$ cat src/rtl/lcsd_pkg.sv
// Shared types and constants for the LED cursor serial driver.
`timescale 1ns / 1ps
package lcsd_pkg;

  localparam int MAX_LEDS_DEF  = 32;
  localparam int CNT_W         = 6;
  localparam int CUR_W         = 6;
  localparam int IDX_W         = 8;
  localparam int NBYTE_W       = 3;
  localparam int CFG_AW        = 3;
  localparam int CFG_DW        = 32;

  localparam logic [CNT_W-1:0] LED_COUNT_RST = CNT_W'(8);
  localparam logic [CUR_W-1:0] CURSOR_RST    = '1;

  // register index, taken from paddr[2]
  localparam logic REG_LED_COUNT = 1'b0;

  typedef enum logic [1:0] {
    FUNC_FWD   = 2'd0,
    FUNC_BACK  = 2'd1,
    FUNC_WRITE = 2'd2,
    FUNC_CLEAR = 2'd3
  } func_t;

  typedef struct packed {
    logic               fire;
    logic [NBYTE_W-1:0] nbytes;
  } load_t;

endpackage

$ cat src/rtl/lcsd_ifs.sv
// Valid/ready channel interfaces for command words and serial result words.
`timescale 1ns / 1ps
interface lcsd_in_if import lcsd_pkg::*; ();
  logic             valid;
  logic             ready;
  logic [1:0]       func;
  logic [IDX_W-1:0] led_index;
  logic             bit_value;
  logic             turn_off_old;

  modport source (output valid, func, led_index, bit_value, turn_off_old, input ready);
  modport sink   (input valid, func, led_index, bit_value, turn_off_old, output ready);
endinterface

interface lcsd_out_if ();
  logic valid;
  logic ready;
  logic serial_bit;
  logic latch_now;

  modport source (output valid, serial_bit, latch_now, input ready);
  modport sink   (input valid, serial_bit, latch_now, output ready);
endinterface

$ cat src/rtl/led_cursor_serial_driver.sv
// Top level of the LED cursor serial driver.
// A command word that changes the LED pattern is answered by a burst of
// 8*ceil(count/8) serial words (8, 16, 24 or 32), highest byte first and
// MSB first, with latch_now set on the last word; the shift register sends
// one word per cycle while out_chan.ready is high, and in_chan.ready stays
// low until the last word is taken. A command that does not take effect
// is accepted and produces no word.
`timescale 1ns / 1ps
module led_cursor_serial_driver import lcsd_pkg::*; #(
  parameter int MAX_LEDS = MAX_LEDS_DEF
) (
  input  logic              clk,
  input  logic              rst_n,
  lcsd_in_if.sink           in_chan,
  lcsd_out_if.source        out_chan,
  input  logic              cfg_psel,
  input  logic              cfg_penable,
  input  logic              cfg_pwrite,
  input  logic [CFG_AW-1:0] cfg_paddr,
  input  logic [CFG_DW-1:0] cfg_pwdata,
  output logic [CFG_DW-1:0] cfg_prdata,
  output logic              cfg_pready
);

  localparam int PAT_W = ((MAX_LEDS + 7) / 8) * 8;

  logic [CNT_W-1:0] led_count;
  logic [PAT_W-1:0] pattern_nxt;
  load_t            load;
  logic             busy;
  logic             in_accept;

  assign in_chan.ready = !busy;
  assign in_accept     = in_chan.valid && in_chan.ready;

  lcsd_cfg u_cfg (
    .clk       (clk),
    .rst_n     (rst_n),
    .psel      (cfg_psel),
    .penable   (cfg_penable),
    .pwrite    (cfg_pwrite),
    .paddr     (cfg_paddr),
    .pwdata    (cfg_pwdata),
    .prdata    (cfg_prdata),
    .pready    (cfg_pready),
    .led_count (led_count)
  );

  lcsd_core #(.MAX_LEDS(MAX_LEDS)) u_core (
    .clk          (clk),
    .rst_n        (rst_n),
    .accept       (in_accept),
    .func         (in_chan.func),
    .led_index    (in_chan.led_index),
    .bit_value    (in_chan.bit_value),
    .turn_off_old (in_chan.turn_off_old),
    .led_count    (led_count),
    .load         (load),
    .pattern_nxt  (pattern_nxt)
  );

  lcsd_shifter #(.MAX_LEDS(MAX_LEDS)) u_shifter (
    .clk        (clk),
    .rst_n      (rst_n),
    .load       (load),
    .pattern    (pattern_nxt),
    .busy       (busy),
    .out_valid  (out_chan.valid),
    .out_ready  (out_chan.ready),
    .serial_bit (out_chan.serial_bit),
    .latch_now  (out_chan.latch_now)
  );

  a_no_accept_while_sending: assert property (@(posedge clk) disable iff (!rst_n)
    out_chan.valid |-> !in_chan.ready)
    else $error("command accepted during a burst");

  a_latch_ends_burst: assert property (@(posedge clk) disable iff (!rst_n)
    (out_chan.valid && out_chan.ready && out_chan.latch_now) |=> !out_chan.valid)
    else $error("burst continues after latch word");

  a_clear_sends: assert property (@(posedge clk) disable iff (!rst_n)
    (in_accept && (in_chan.func == FUNC_CLEAR)) |=> out_chan.valid)
    else $error("clear command produced no burst");

  a_load_only_idle: assert property (@(posedge clk) disable iff (!rst_n)
    load.fire |-> !busy)
    else $error("pattern loaded while shifting");

endmodule

$ cat src/rtl/lcsd_cfg.sv
// APB-style configuration register holding the LED count.
`timescale 1ns / 1ps
module lcsd_cfg import lcsd_pkg::*; (
  input  logic              clk,
  input  logic              rst_n,
  input  logic              psel,
  input  logic              penable,
  input  logic              pwrite,
  input  logic [CFG_AW-1:0] paddr,
  input  logic [CFG_DW-1:0] pwdata,
  output logic [CFG_DW-1:0] prdata,
  output logic              pready,
  output logic [CNT_W-1:0]  led_count
);

  logic [CNT_W-1:0] led_count_r;
  logic             wr_en;

  assign pready    = 1'b1;
  assign wr_en     = psel && penable && pwrite && (paddr[2] == REG_LED_COUNT);
  assign led_count = led_count_r;
  assign prdata    = (paddr[2] == REG_LED_COUNT) ? CFG_DW'(led_count_r) : '0;

  always_ff @(posedge clk) begin
    if (!rst_n) begin
      led_count_r <= LED_COUNT_RST;
    end else if (wr_en) begin
      led_count_r <= pwdata[CNT_W-1:0];
    end
  end

endmodule

$ cat src/rtl/lcsd_core.sv
// Command decode, cursor and LED pattern update.
`timescale 1ns / 1ps
module lcsd_core import lcsd_pkg::*; #(
  parameter int MAX_LEDS = MAX_LEDS_DEF,
  localparam int PAT_W   = ((MAX_LEDS + 7) / 8) * 8
) (
  input  logic             clk,
  input  logic             rst_n,
  input  logic             accept,
  input  logic [1:0]       func,
  input  logic [IDX_W-1:0] led_index,
  input  logic             bit_value,
  input  logic             turn_off_old,
  input  logic [CNT_W-1:0] led_count,
  output load_t            load,
  output logic [PAT_W-1:0] pattern_nxt
);

  logic [PAT_W-1:0] pattern_r;
  logic [CUR_W-1:0] cursor_r;
  logic [CUR_W-1:0] cursor_nxt;
  logic [CNT_W-1:0] cnt_eff;
  logic [CNT_W-1:0] cnt_m1;
  logic             effective;
  logic             fwd_ok;
  logic             back_ok;
  logic             idx_ok;

  always_comb begin
    if (led_count == '0) begin
      cnt_eff = CNT_W'(1);
    end else if (led_count > CNT_W'(MAX_LEDS)) begin
      cnt_eff = CNT_W'(MAX_LEDS);
    end else begin
      cnt_eff = led_count;
    end
    cnt_m1  = cnt_eff - CNT_W'(1);
    fwd_ok  = $signed({cursor_r[CUR_W-1], cursor_r}) < $signed({2'b00, cnt_m1});
    back_ok = $signed(cursor_r) > $signed(CUR_W'(0));
    idx_ok  = led_index < IDX_W'(cnt_eff);
  end

  always_comb begin
    effective   = 1'b0;
    cursor_nxt  = cursor_r;
    pattern_nxt = pattern_r;
    unique case (func_t'(func))
      FUNC_FWD: begin
        effective  = fwd_ok;
        cursor_nxt = cursor_r + CUR_W'(1);
        for (int i = 0; i < PAT_W; i++) begin
          if (turn_off_old && (cursor_r == CUR_W'(i))) pattern_nxt[i] = 1'b0;
          if (cursor_nxt == CUR_W'(i)) pattern_nxt[i] = 1'b1;
        end
      end
      FUNC_BACK: begin
        effective  = back_ok;
        cursor_nxt = cursor_r - CUR_W'(1);
        for (int i = 0; i < PAT_W; i++) begin
          if (turn_off_old && (cursor_r == CUR_W'(i))) pattern_nxt[i] = 1'b0;
          if (cursor_nxt == CUR_W'(i)) pattern_nxt[i] = 1'b1;
        end
      end
      FUNC_WRITE: begin
        effective = idx_ok;
        for (int i = 0; i < PAT_W; i++) begin
          if (led_index == IDX_W'(i)) pattern_nxt[i] = bit_value;
        end
      end
      FUNC_CLEAR: begin
        effective   = 1'b1;
        cursor_nxt  = CURSOR_RST;
        pattern_nxt = '0;
      end
      default: begin
        effective = 1'b0;
      end
    endcase
  end

  assign load.fire   = accept && effective;
  assign load.nbytes = NBYTE_W'(cnt_m1 >> 3) + NBYTE_W'(1);

  always_ff @(posedge clk) begin
    if (!rst_n) begin
      pattern_r <= '0;
      cursor_r  <= CURSOR_RST;
    end else if (load.fire) begin
      pattern_r <= pattern_nxt;
      cursor_r  <= cursor_nxt;
    end
  end

endmodule

$ cat src/rtl/lcsd_shifter.sv
// Parallel-load shift register that sends the pattern one bit per word.
`timescale 1ns / 1ps
module lcsd_shifter import lcsd_pkg::*; #(
  parameter int MAX_LEDS = MAX_LEDS_DEF,
  localparam int PAT_W     = ((MAX_LEDS + 7) / 8) * 8,
  localparam int PAT_BYTES = PAT_W / 8,
  localparam int SH_W      = $clog2(PAT_W),
  localparam int REM_W     = $clog2(PAT_W + 1)
) (
  input  logic             clk,
  input  logic             rst_n,
  input  load_t            load,
  input  logic [PAT_W-1:0] pattern,
  output logic             busy,
  output logic             out_valid,
  input  logic             out_ready,
  output logic             serial_bit,
  output logic             latch_now
);

  logic [PAT_W-1:0]   shreg_r;
  logic [PAT_W-1:0]   shreg_nxt;
  logic [REM_W-1:0]   rem_r;
  logic [REM_W-1:0]   rem_nxt;
  logic [NBYTE_W-1:0] gap;
  logic [SH_W-1:0]    shamt;

  assign busy       = (rem_r != '0);
  assign out_valid  = busy;
  assign serial_bit = shreg_r[PAT_W-1];
  assign latch_now  = (rem_r == REM_W'(1));

  always_comb begin
    gap       = NBYTE_W'(PAT_BYTES) - load.nbytes;
    shamt     = SH_W'({gap, 3'b000});
    shreg_nxt = shreg_r;
    rem_nxt   = rem_r;
    if (load.fire) begin
      shreg_nxt = pattern << shamt;
      rem_nxt   = REM_W'({load.nbytes, 3'b000});
    end else if (out_valid && out_ready) begin
      shreg_nxt = {shreg_r[PAT_W-2:0], 1'b0};
      rem_nxt   = rem_r - REM_W'(1);
    end
  end

  always_ff @(posedge clk) begin
    shreg_r <= shreg_nxt;
  end

  always_ff @(posedge clk) begin
    if (!rst_n) begin
      rem_r <= '0;
    end else begin
      rem_r <= rem_nxt;
    end
  end

endmodule

$ cat src/flat_wrapper.sv
// flat-port wrapper written by rule: the top's interface ports become plain ports
module led_cursor_serial_driver_flat import lcsd_pkg::*;
#(
  parameter int MAX_LEDS = MAX_LEDS_DEF
)
  (clk, rst_n, cfg_psel, cfg_penable, cfg_pwrite, cfg_paddr, cfg_pwdata, cfg_prdata, cfg_pready, in_chan_valid, in_chan_func, in_chan_led_index, in_chan_bit_value, in_chan_turn_off_old, in_chan_ready, out_chan_valid, out_chan_serial_bit, out_chan_latch_now, out_chan_ready);
  lcsd_in_if in_chan_i ();
  lcsd_out_if out_chan_i ();
  input  logic clk;
  input  logic rst_n;
  input  logic cfg_psel;
  input  logic cfg_penable;
  input  logic cfg_pwrite;
  input  logic [CFG_AW-1:0] cfg_paddr;
  input  logic [CFG_DW-1:0] cfg_pwdata;
  output logic [CFG_DW-1:0] cfg_prdata;
  output logic cfg_pready;
  input wire logic [$bits(in_chan_i.valid)-1:0] in_chan_valid;
  input wire logic [$bits(in_chan_i.func)-1:0] in_chan_func;
  input wire logic [$bits(in_chan_i.led_index)-1:0] in_chan_led_index;
  input wire logic [$bits(in_chan_i.bit_value)-1:0] in_chan_bit_value;
  input wire logic [$bits(in_chan_i.turn_off_old)-1:0] in_chan_turn_off_old;
  output wire logic [$bits(in_chan_i.ready)-1:0] in_chan_ready;
  output wire logic [$bits(out_chan_i.valid)-1:0] out_chan_valid;
  output wire logic [$bits(out_chan_i.serial_bit)-1:0] out_chan_serial_bit;
  output wire logic [$bits(out_chan_i.latch_now)-1:0] out_chan_latch_now;
  input wire logic [$bits(out_chan_i.ready)-1:0] out_chan_ready;
  assign in_chan_i.valid = in_chan_valid;
  assign in_chan_i.func = in_chan_func;
  assign in_chan_i.led_index = in_chan_led_index;
  assign in_chan_i.bit_value = in_chan_bit_value;
  assign in_chan_i.turn_off_old = in_chan_turn_off_old;
  assign in_chan_ready = in_chan_i.ready;
  assign out_chan_valid = out_chan_i.valid;
  assign out_chan_serial_bit = out_chan_i.serial_bit;
  assign out_chan_latch_now = out_chan_i.latch_now;
  assign out_chan_i.ready = out_chan_ready;
  led_cursor_serial_driver #(.MAX_LEDS(MAX_LEDS)) u_core (.clk(clk), .rst_n(rst_n), .in_chan(in_chan_i), .out_chan(out_chan_i), .cfg_psel(cfg_psel), .cfg_penable(cfg_penable), .cfg_pwrite(cfg_pwrite), .cfg_paddr(cfg_paddr), .cfg_pwdata(cfg_pwdata), .cfg_prdata(cfg_prdata), .cfg_pready(cfg_pready));
endmodule
$ cat config.mk
export PLATFORM = sky130hd
export DESIGN_NAME = led_cursor_serial_driver_flat
export DESIGN_NICKNAME = d
export VERILOG_FILES = /design/src/rtl/lcsd_pkg.sv /design/src/rtl/lcsd_ifs.sv /design/src/rtl/led_cursor_serial_driver.sv /design/src/rtl/lcsd_cfg.sv /design/src/rtl/lcsd_core.sv /design/src/rtl/lcsd_shifter.sv /design/src/flat_wrapper.sv
export SDC_FILE = /design/constraint.sdc
export NUM_CORES = 1
export LEC_CHECK = 0
export ABC_AREA = 0
export ABC_CLOCK_PERIOD_IN_PS = 5750
export BUFFER_PORTS_ARGS = -buffer_cell sky130_fd_sc_hd__buf_4
export CAP_MARGIN = 15
export CELL_PAD_IN_SITES_DETAIL_PLACEMENT = 1
export CELL_PAD_IN_SITES_GLOBAL_PLACEMENT = 2
export CORE_MARGIN = 3
export CORE_UTILIZATION = 35
export CTS_CLUSTER_SIZE = 28
export DETAILED_ROUTE_END_ITERATION = 8
export GPL_TIMING_DRIVEN = 0
export PLACE_DENSITY = 0.8
export SLEW_MARGIN = 20
export SYNTH_ARGS = -nofsm -noshare
export SYNTH_HDL_FRONTEND = slang
export SYNTH_SLANG_ARGS = --single-unit
$ cat constraint.sdc
create_clock -name clk -period 5.75 [get_ports clk]
set_clock_uncertainty 0.2 [all_clocks]
set_input_delay 0.575 -clock clk [delete_from_list [all_inputs] [get_ports clk]]
set_output_delay 0.575 -clock clk [all_outputs]
set_load 0.005 [all_outputs]
After elaboration in Yosys (flattened, before gate mapping)
Index checks and enable logic that the tools add are counted.
{ "word_totals": {"ff_bits": 82, "out_inout_bits": 37} }
{ "classes": {"add_sub_neg": 6, "n_lt_le_gt_ge": 4, "reduce_logical": 50, "bitwise_logic": 2, "shift": 1, "n_mux": 138, "n_eq_ne": 128} }
{ "ops": {"columns": ["operator", "count"], "rows": [
  ["== test 6 x 5 -> 1 bit, second input constant", 48],
  ["== test 6 x 4 -> 1 bit, second input constant", 24],
  ["== test 8 x 5 -> 1 bit, second input constant", 16],
  ["two-way mux 1 bit", 128],
  ["one-hot mux 32 bit (4 select lines)", 1],
  ["== test 6 x 3 -> 1 bit, second input constant", 12],
  ["== test 8 x 4 -> 1 bit, second input constant", 8],
  ["two-way mux 32 bit", 2],
  ["logical AND 1 bit", 38],
  ["== test 6 x 2 -> 1 bit, second input constant", 6],
  ["== test 8 x 3 -> 1 bit, second input constant", 4],
  ["<< shifter 32 x 5 -> 32 bit", 1],
  ["two-way mux 6 bit", 5],
  ["== test 6 x 1 -> 1 bit, second input constant", 4],
  ["zero test 6 bit", 4],
  ["one-hot mux 6 bit (3 select lines)", 1],
  ["subtractor 6 x 1 -> 6 bit, second input constant", 3],
  ["== test 8 x 2 -> 1 bit, second input constant", 2],
  ["== test 8 x 1 -> 1 bit, second input constant", 1],
  ["zero test 8 bit", 1],
  ["less-than comparator 8 x 6 -> 1 bit", 1],
  ["less-than comparator 6 x 7 -> 1 bit", 1],
  ["adder 6 x 1 -> 6 bit, second input constant", 1],
  ["greater-than comparator 6 x 1 -> 1 bit, second input constant", 1],
  ["14 further kinds", 16]
]} }

Depth between registers and ports, before layout
Gate-level depths: netlist of run 1.
{ "depth": {"ltp_word": 8, "depth_mapped": 16, "mapped_depth_nobuf": 14} }

Hierarchy
Synthesis of run 1 repeated with hierarchy kept, for this count alone.
{ "unflattened": {"hier_cells": 733, "area_unflattened_um2": 6523.8} }
{ "modules_own_cells": {"columns": ["mod", "area_per_inst_um2", "cells_each", "seq_area_each_um2", "n_inst"], "rows": [
  ["lcsd_core", 3796.1, 468, 760.7, 1],
  ["lcsd_shifter", 2199.6, 201, 1081.0, 1],
  ["lcsd_cfg", 518.0, 62, 120.1, 1],
  ["led_cursor_serial_driver", 10.0, 2, 0.0, 1]
]} }

Least setup slack after synthesis of run 1
Ideal clock, no wire load.
{ "synth_path": {"path_kind": "flip-flop to flip-flop", "from": "register u_core.u_cfg.led_count_r[2], in the netlist u_core.u_cfg.led_count[2]", "to": "register u_core.u_shifter.shreg_r[0], enable pin", "stages_incl_launch_ff": 16, "slack_ns": 1.551, "arrival_ns": 3.520, "n_path_buf": 3, "t_required_ns": 5.072, "path_cell_list": "dfxtp_1 -> clkbuf_1 -> nor4_2 -> o21ai_0 -> ha_1 -> nor3b_1 -> o21ai_1 -> inv_1 -> ha_1 -> a21o_1 -> nand2_1 -> and4_1 -> o211ai_1 -> buf_2 -> buf_1 -> nand2_1"} }
{ "synth_between": {"elab_chain_cells": 8, "elab_cells_between_ends": 10, "classes_between": "add/sub (1); order compare (3); mux (3); reduce/logical (3)"} }
{ "synth_rtl": {"columns": ["item", "line_no", "text"], "rows": [
  ["from (decl)", "lcsd_cfg.sv:16", "logic [CNT_W-1:0] led_count_r;"],
  ["from (signal assigned)", "lcsd_cfg.sv:28", "led_count_r <= pwdata[CNT_W-1:0];"],
  ["greater-than comparator 6 bit", "lcsd_core.sv:32", "end else if (led_count > CNT_W'(MAX_LEDS)) begin"],
  ["two-way mux 6 bit", "lcsd_core.sv:32", null],
  ["two-way mux 6 bit *", "lcsd_core.sv:30", "if (led_count == '0) begin"],
  ["subtractor 6 x 1 -> 6 bit", "lcsd_core.sv:37", "cnt_m1 = cnt_eff - CNT_W'(1);"],
  ["less-than comparator 6 x 7 -> 1 bit", "lcsd_core.sv:38", "fwd_ok = $signed({cursor_r[CUR_W-1], cursor_r}) < $signed({2'b00, cnt_m1});"],
  ["one-hot mux 1 bit (4 select lines) *", "lcsd_core.sv:47", "unique case (func_t'(func))"],
  ["logical AND 1 bit *", "lcsd_core.sv:81", "assign load.fire = accept && effective;"],
  ["nonzero test 2 bit (no source line) *", null, null],
  ["to (signal assigned)", "lcsd_shifter.sv:48", "shreg_r <= shreg_nxt;"],
  ["to (decl)", "lcsd_shifter.sv:21", "logic [PAT_W-1:0] shreg_r;"]
]} }
Every way passes the cells marked *; elsewhere a longest branch is shown, timed or not.
A chain may end at the register's enable or synchronous reset.

Worst setup path in the final report of run 1
Ends and elaborated chain as after synthesis.

==> summary.md, run 1 <==
Run status
• result of the run: complete, no violations

Detailed routing
• number of vias per cell: 6.093
• First DRT Iteration DRCs: 568
• WL/cell: 24.83 um
• count of nets left with antenna violations after detail routing: 0
• first-pass iteration count of the detailed router: 5
• drt drc: 0
• total vias in the final route: 6806
• Detailed Route WL: 27.73 mm

Min path
• Endpoint, Worst Hold: u_core.u_cfg.led_count[3]
• type of the worst min-delay path: in2reg
• worst hold path startpoint: cfg_pwdata[3]
• depth of the worst hold-timing path: 3

STA
• post-route minimum period: 5.177 ns
• slew at the pin closest to its max-slew limit: 0.9512 ns
• RSZ-0062 raised after global routing: no
• final hold violations: 0
• remaining max-slew budget at the tightest pin: 36.42%
• final count of pins violating max slew: 0
• highest achievable clock rate: 193.1 MHz
• final-report setup violation count: 0
• TNS Setup: 0 ns
• final worst-path cycle share: 90.04%

Power
• switching power share of the total: 44.37%
• Internal Pwr Total: 0.001652 W
• worst vdd ir: 0.1541 mV
• Leak Pwr: 2.678 nW
• Switching Power: 0.001317 W
• part of the power in the clock network: 20.4%
• areal power density over the cells: 398.4 nW/um2
• Combinational Power Share: 45.4%
• part of the total power dissipated in sequential elements: 34.2%

Clock network
• Max Buffers Root-to-Sink: 2
• H-tree depth reported by CTS: 3
• clock edge transition at the registers on the reported setup and hold paths: 0.08 ns
• latest clock arrival within the worst-skew pair: 0.37 ns
• Clock Sink Count: 82
• CTS tree: built
• number of buffers created by CTS: 9
• hold_buf cts: 0
• root cell of the clock tree: sky130_fd_sc_hd__clkbuf_16

Setup path
• r2r setup slk: 0.57 ns
• endpoint of the lowest-slack register-to-register path: u_core.u_shifter.shreg_r[0]
• worst setup path startpoint: u_core.u_cfg.led_count[2]
• Worst setup SP type: register
• Worst Path Required: 5.56 ns
• type of the worst setup path: reg2reg
• kind of end point of the critical path: register
• Worst Path Max Fanout: 32
• endpoint arrival time on the critical path: 4.99 ns
• reg2reg start: u_core.u_cfg.led_count[2]
• path depth of the worst reg2reg path: 15

Layout
• fillcell total: 2226
• Area growth, synth to finish: 14.27%
• final-stage net count: 956
• fraction of final layout cells with drive strength greater than 1: 15.32%
• antenna cell count: 0
• most frequent cells in the layout: sky130_fd_sc_hd__nand2_1, sky130_fd_sc_hd__nor2_1, sky130_fd_sc_hd__buf_4, sky130_fd_sc_hd__dfxtp_1
• final standard cell count with taps included and fillers excluded: 1117
• commonest non-fill, non-tap cell in the layout: sky130_fd_sc_hd__nand2_1

Placement
• estimated wirelength of the detail-placed design: 21.58 mm
• number of input and output port buffers inserted: 33
• last weighted congestion value of the routability-driven placer: 1.016
• Placed Cells: 1101

Floorplanning
• height of the chip: 142.5 um
• die span in x: 142.5 um
• starting density of the core: 35.93%
• die area: 20310 um2
• CORE AREA: 18150 um2
• IO Count: 91
• number of rows created at floorplan: 49

Global route
• via count of the first global-routing pass: 6956
• antenna violations before repair: 2
• total routing usage reported by global routing: 27.37%
• pin count of the biggest net entering global routing: 33
• aggregate global routing overflow: 0
• global-route wire length before repair: 42.39 mm

Synthesis
• post-synthesis cell area: 6521 um2
• post-synth top area share: 15.35%
• count of flip-flops with a built-in enable after synthesis: 32
• cell type contributing the most total cell area after synthesis: sky130_fd_sc_hd__dfxtp_1
• share of the yosys chip area belonging to registers: 30.08%
• Netlist cell types: 86
• mean instance size in the synthesized netlist: 8.011 um2
• Most used DFF post-synth: sky130_fd_sc_hd__dfxtp_1
• flops & latches, synth: 82
• synthesized instance count: 814
• synth warn: 0
• async set-reset flop share out of synthesis: 0%
• synth top area cells: sky130_fd_sc_hd__dfxtp_1, sky130_fd_sc_hd__edfxtp_1, sky130_fd_sc_hd__nand2_1

Run
• max_cap viols: 0

==> metrics by stage <==
stage / instance area (um2) / setup WS (ns) / hold slack [ns] / utilization (%) / power, W
5_1_grt: 7452 / 0.1712 / 0.2511 / 41.06 / 0.003154
6_report: 7452 / 0.5725 / 0.2364 / 41.06 / 0.002969
3_5_place_dp: 7152 / 0.2869 / 0.2730 / 39.41 / 0.002354
4_1_cts: 7447 / 0.2715 / 0.2263 / 41.04 / 0.002961
2_1_floorplan: 6615 / 1.551 / 0.2363 / - / 0.001869
3_3_place_gp: 7149 / -0.09944 / 0.2470 / 39.40 / 0.002285
==> cell type report <==
class,instances,area (um2),share of cell area (%)
clock inverter,7,70.07,0.9402
multi-input combinational,657,4141,55.57
inverter,15,56.30,0.7555
timing repair buffer,33,247.7,3.324
buffer,85,462.9,6.212
clock buffer,9,225.2,3.022
sequential,82,1962,26.33
tap,229,286.5,3.845
==> state kept, by name, indices dropped and copies added (netlist names) <==
signal / count
u_core.u_core.cursor_r: 6
u_core.u_cfg.led_count: 6
u_core.u_shifter.rem_r: 6
u_core.u_shifter.shreg_r: 32
u_core.u_core.pattern_r: 32
==> synth_stat cells, drive strengths merged, types with 12 or more instances <==
master / count
ha: 19
nor2: 78
edfxtp: 32
dfxtp: 50
nand3: 34
buf: 56
o221ai: 17
a21oi: 34
nand2b: 13
a311oi: 12
nand4: 14
a211oi: 14
clkbuf: 29
nand2: 110
nor2b: 14
nor3: 39
o211ai: 24
o21ai: 51
mux2i: 30
inv: 12
==> power by group through the flow <==
stage,clock [W],sequential (W),combinational (W)
after floorplan,0,0.000977,0.000892
after global placement,0,0.00102,0.00127
after CTS,0.000611,0.00102,0.00133
after global routing,0.000636,0.00104,0.00148
final,0.000604,0.00102,0.00135
after detailed placement,0,0.00103,0.00133
==> how the worst max path moves through the flow <==
stage                     cells past startpoint                           to  slack [ns]
after detailed placement                     15  u_core.u_shifter.shreg_r[0]        0.29
after global routing                         15  u_core.u_shifter.shreg_r[0]        0.17
after CTS                                    15  u_core.u_shifter.shreg_r[0]        0.27
after floorplan                              15  u_core.u_shifter.shreg_r[0]        1.55
after global placement                       15  u_core.u_shifter.shreg_r[0]        -0.1
final                                        15  u_core.u_shifter.shreg_r[0]        0.57
==> kinds of logic (layout without fill, tap and decap cells) <==
family | count (synthesis) | in the layout | share of synthesized area (%)
muxes | 37 | 37 | 5.813
AOI/OAI and AO/OA | 210 | 210 | 23.98
adders and majority gates | 19 | 19 | 3.645
xor gates and xnor gates | 12 | 12 | 2.015
buffers and inverters | 100 | 149 | 7.962
other | 2 | 27 | 0.1152
and+or+nand+nor | 352 | 352 | 26.38
DFF | 82 | 82 | 30.08
==> worst max-delay path, stage by stage, from the launching register on <==
cell	delay (ns)
sky130_fd_sc_hd__dfxtp_1	0.31
sky130_fd_sc_hd__clkbuf_1	0.21
sky130_fd_sc_hd__nor4_2	0.41
sky130_fd_sc_hd__o21ai_0	0.15
sky130_fd_sc_hd__ha_1	0.26
sky130_fd_sc_hd__nor3b_1	0.16
sky130_fd_sc_hd__o21ai_1	0.60
sky130_fd_sc_hd__inv_1	0.37
sky130_fd_sc_hd__ha_1	0.41
sky130_fd_sc_hd__a21o_1	0.11
sky130_fd_sc_hd__nand2_1	0.06
sky130_fd_sc_hd__and4_1	0.22
sky130_fd_sc_hd__o211ai_1	0.11
sky130_fd_sc_hd__buf_2	0.35
sky130_fd_sc_hd__buf_1	0.50
sky130_fd_sc_hd__nand2_4	0.38
==> routing by layer <==
metal | track usage, % | wire (um) | up-vias
met2 | 41.91 | 12440 | 269
met3 | 6.687 | 1861 | 71
met4 | 11.51 | 1122 | 2
li1 | - | - | 3106
met5 | 0 | 13 | -
met1 | 36.82 | 12300 | 3358
==> what timing repair did <==
item                                   in CTS  in global routing
buffers inserted                            0                  0
endpoints found under the hold margin       0                  0
resized for setup                           0                  1
setup endpoints to repair                   0                 32
Power figures use the tool's default switching activity.
==> run 2: changes to the inputs <==
--- a/config.mk
+++ b/config.mk
@@ -11,7 +11,6 @@
 export CAP_MARGIN = 15
 export CELL_PAD_IN_SITES_DETAIL_PLACEMENT = 1
 export CELL_PAD_IN_SITES_GLOBAL_PLACEMENT = 2
-export CORE_MARGIN = 3
 export CORE_UTILIZATION = 35
 export CTS_CLUSTER_SIZE = 28
 export DETAILED_ROUTE_END_ITERATION = 8
==> summary.md, run 2 (synthesis gave the netlist of run 1 again) <==
Clock network
• hold_buf cts: 0, unchanged
• # Post-CTS Setup Buffers: 0, unchanged
• clock edge transition at the registers on the reported setup and hold paths: 0.07 ns, about the same
• CTS tree: built
• number of buffers created by CTS: 9, unchanged
• H-tree depth reported by CTS: 3, unchanged
• latest clock arrival within the worst-skew pair: 0.36 ns, about the same
• root cell of the clock tree: sky130_fd_sc_hd__clkbuf_16
• Clock Sink Count: 82, unchanged
• number of cells upsized or downsized after cts: 0, unchanged
• Max Buffers Root-to-Sink: 2, unchanged

Power
• switching power share of the total: 42.93%, -1.4 points
• Leak Pwr: 2.694 nW, +0.57%
• areal power density over the cells: 405.9 nW/um2, +1.9%
• worst vdd ir: 0.1509 mV, -2.0%
• part of the total power dissipated in sequential elements: 33.6%, -0.6 points
• Internal Pwr Total: 0.001734 W, +5.0%
• Switching Power: 0.001305 W, -0.97%
• Design Power: 0.003039 W, +2.4%
• Combinational Power Share: 44.5%, -0.9 points
• part of the power in the clock network: 22.0%, +1.6 points

Placement
• Post-Place Worst Slack: 0.3038 ns, +0.01686 ns
• estimated wirelength of the detail-placed design: 21.95 mm, +1.7%
• last weighted congestion value of the routability-driven placer: 0.9582, -5.7%
• number of input and output port buffers inserted: 33, unchanged

Detailed routing
• total vias in the final route: 6734, -1.1%
• number of vias per cell: 6.029, -1.1%
• count of nets left with antenna violations after detail routing: 0, unchanged
• first-pass iteration count of the detailed router: 7, +2
• Detailed Route WL: 28.10 mm, +1.3%
• First DRT Iteration DRCs: 523, -7.9%
• WL/cell: 25.16 um, +1.3%
• drt drc: 4, +4

Layout
• fraction of final layout cells with drive strength greater than 1: 15.32%, unchanged
• antenna cell count: 0, unchanged
• fillcell total: 2214, -0.54%
• final-stage net count: 956, unchanged
• Area growth, synth to finish: 14.81%
• commonest non-fill, non-tap cell in the layout: sky130_fd_sc_hd__nand2_1
• top flop regs: u_core.u_core.pattern_r: 32 flops, u_core.u_shifter.shreg_r: 32 flops
• Layout Utilization: 41.40%, +0.33 points
• most frequent cells in the layout: sky130_fd_sc_hd__nand2_1, sky130_fd_sc_hd__nor2_1, sky130_fd_sc_hd__buf_4, sky130_fd_sc_hd__dfxtp_1

Floorplanning
• die span in x: 138.5 um, -2.8%
• number of rows created at floorplan: 49, unchanged
• height of the chip: 138.5 um, -2.8%
• starting density of the core: 36.06%, +0.12 points
• IO Count: 91, unchanged
• die area: 19180 um2, -5.5%
• CORE AREA: 18090 um2, -0.34%

Global route
• via count of the first global-routing pass: 6995, +0.56%
• pin count of the biggest net entering global routing: 33, unchanged
• total routing usage reported by global routing: 29.92%, +2.6 points
• aggregate global routing overflow: 0, unchanged
• antenna violations before repair: 0, -2
• global-route wire length before repair: 43.09 mm, +1.7%

Setup path
• Worst Path Required: 5.55 ns, about the same
• type of the worst setup path: reg2reg
• r2r setup slk: 0.46 ns, -0.11 ns
• Worst setup SP type: register
• path depth of the worst reg2reg path: 15, unchanged
• reg2reg start: u_core.u_cfg.led_count[2]
• endpoint of the lowest-slack register-to-register path: u_core.u_shifter.shreg_r[0]
• Worst Path Max Fanout: 32, unchanged
• worst setup path startpoint: u_core.u_cfg.led_count[2]
• kind of end point of the critical path: register
• end of the critical path: u_core.u_shifter.shreg_r[0]
• endpoint arrival time on the critical path: 5.09 ns, +0.10 ns

STA
• RSZ-0062 raised after global routing: no
• final count of pins violating max slew: 0, unchanged
• TNS Setup: 0 ns, unchanged
• final hold violations: 0, unchanged
• final-report setup violation count: 0, unchanged
• slew at the pin closest to its max-slew limit: 1.048 ns, +0.09678 ns
• final worst-path cycle share: 92.00%, +2.0 points
• post-route minimum period: 5.290 ns, +0.1128 ns
• remaining max-slew budget at the tightest pin: 29.95%, -6.5 points
• highest achievable clock rate: 189.0 MHz, -2.1%
• Setup WS post-layout: 0.4597 ns, -0.1128 ns

Min path
• type of the worst min-delay path: in2reg

Run
• max_cap viols: 0, unchanged

Run status
• violations in the final reports: design-rule violations
• result of the run: complete, but fails checks

==> run 2: worst min-delay path by stage <==
stage / startpoint / endpoint / slack [ns] / cells after the start
6_report: cfg_pwdata[3] / u_core.u_cfg.led_count[3] / 0.25 / 3
2_1_floorplan: u_core.u_core.pattern_r[3] / u_core.u_core.pattern_r[3] / 0.24 / 2
3_3_place_gp: u_core.u_core.pattern_r[3] / u_core.u_core.pattern_r[3] / 0.25 / 2
4_1_cts: cfg_pwdata[3] / u_core.u_cfg.led_count[3] / 0.24 / 3
3_5_place_dp: u_core.u_core.pattern_r[3] / u_core.u_core.pattern_r[3] / 0.25 / 2
5_1_grt: cfg_pwdata[3] / u_core.u_cfg.led_count[3] / 0.26 / 3
==> run 2: per-layer routing <==
| layer | vias up | GRT usage, % | routed length [um] |
|---|---|---|---|
| li1 | 3107 | - | - |
| met1 | 3339 | 39.03 | 12390 |
| met2 | 243 | 50.07 | 13030 |
| met3 | 45 | 5.404 | 1953 |
| met4 | 0 | 9.225 | 727 |
| met5 | - | 0 | 0 |
==> run 2: layout make-up <==
cell class / instances / area (um2) / share of cell area [%]
Clock buffer: 9 / 225.2 / 3.008
Buffer: 85 / 462.9 / 6.183
Sequential cell: 82 / 1962 / 26.20
Multi-Input combinational cell: 657 / 4141 / 55.31
Timing Repair Buffer: 33 / 247.7 / 3.309
Inverter: 15 / 56.30 / 0.7520
Tap cell: 229 / 286.5 / 3.827
Clock inverter: 7 / 105.1 / 1.404
==> run 2: through the flow <==
step,hold WS [ns],std cells,cell area (um2)
floorplan,0.2363,839,6615
CTS,0.2408,1117,7482
detailed placement,0.2548,1101,7152
finish,0.2470,1117,7487
global placement,0.2467,1101,7149
global route,0.2591,1117,7487
==> run 2: power groups by stage <==
stage	Clock (W)	Sequential (W)	Combinational, W
6_report	0.000667	0.00102	0.00135
4_1_cts	0.000675	0.00102	0.00133
2_1_floorplan	0	0.000977	0.000892
3_3_place_gp	0	0.00102	0.00128
5_1_grt	0.000697	0.00104	0.00147
3_5_place_dp	0	0.00103	0.00133
==> run 2: critical path, cell delays in order, from the launching register on <==
cell                       delay (ns)
sky130_fd_sc_hd__dfxtp_1         0.30
sky130_fd_sc_hd__clkbuf_1        0.22
sky130_fd_sc_hd__nor4_2          0.44
sky130_fd_sc_hd__o21ai_0         0.14
sky130_fd_sc_hd__ha_1            0.27
sky130_fd_sc_hd__nor3b_1         0.16
sky130_fd_sc_hd__o21ai_1         0.63
sky130_fd_sc_hd__inv_1           0.39
sky130_fd_sc_hd__ha_1            0.42
sky130_fd_sc_hd__a21o_1          0.12
sky130_fd_sc_hd__nand2_1         0.06
sky130_fd_sc_hd__and4_1          0.22
sky130_fd_sc_hd__o211ai_1        0.10
sky130_fd_sc_hd__buf_2           0.35
sky130_fd_sc_hd__buf_1           0.50
sky130_fd_sc_hd__nand2_4         0.38
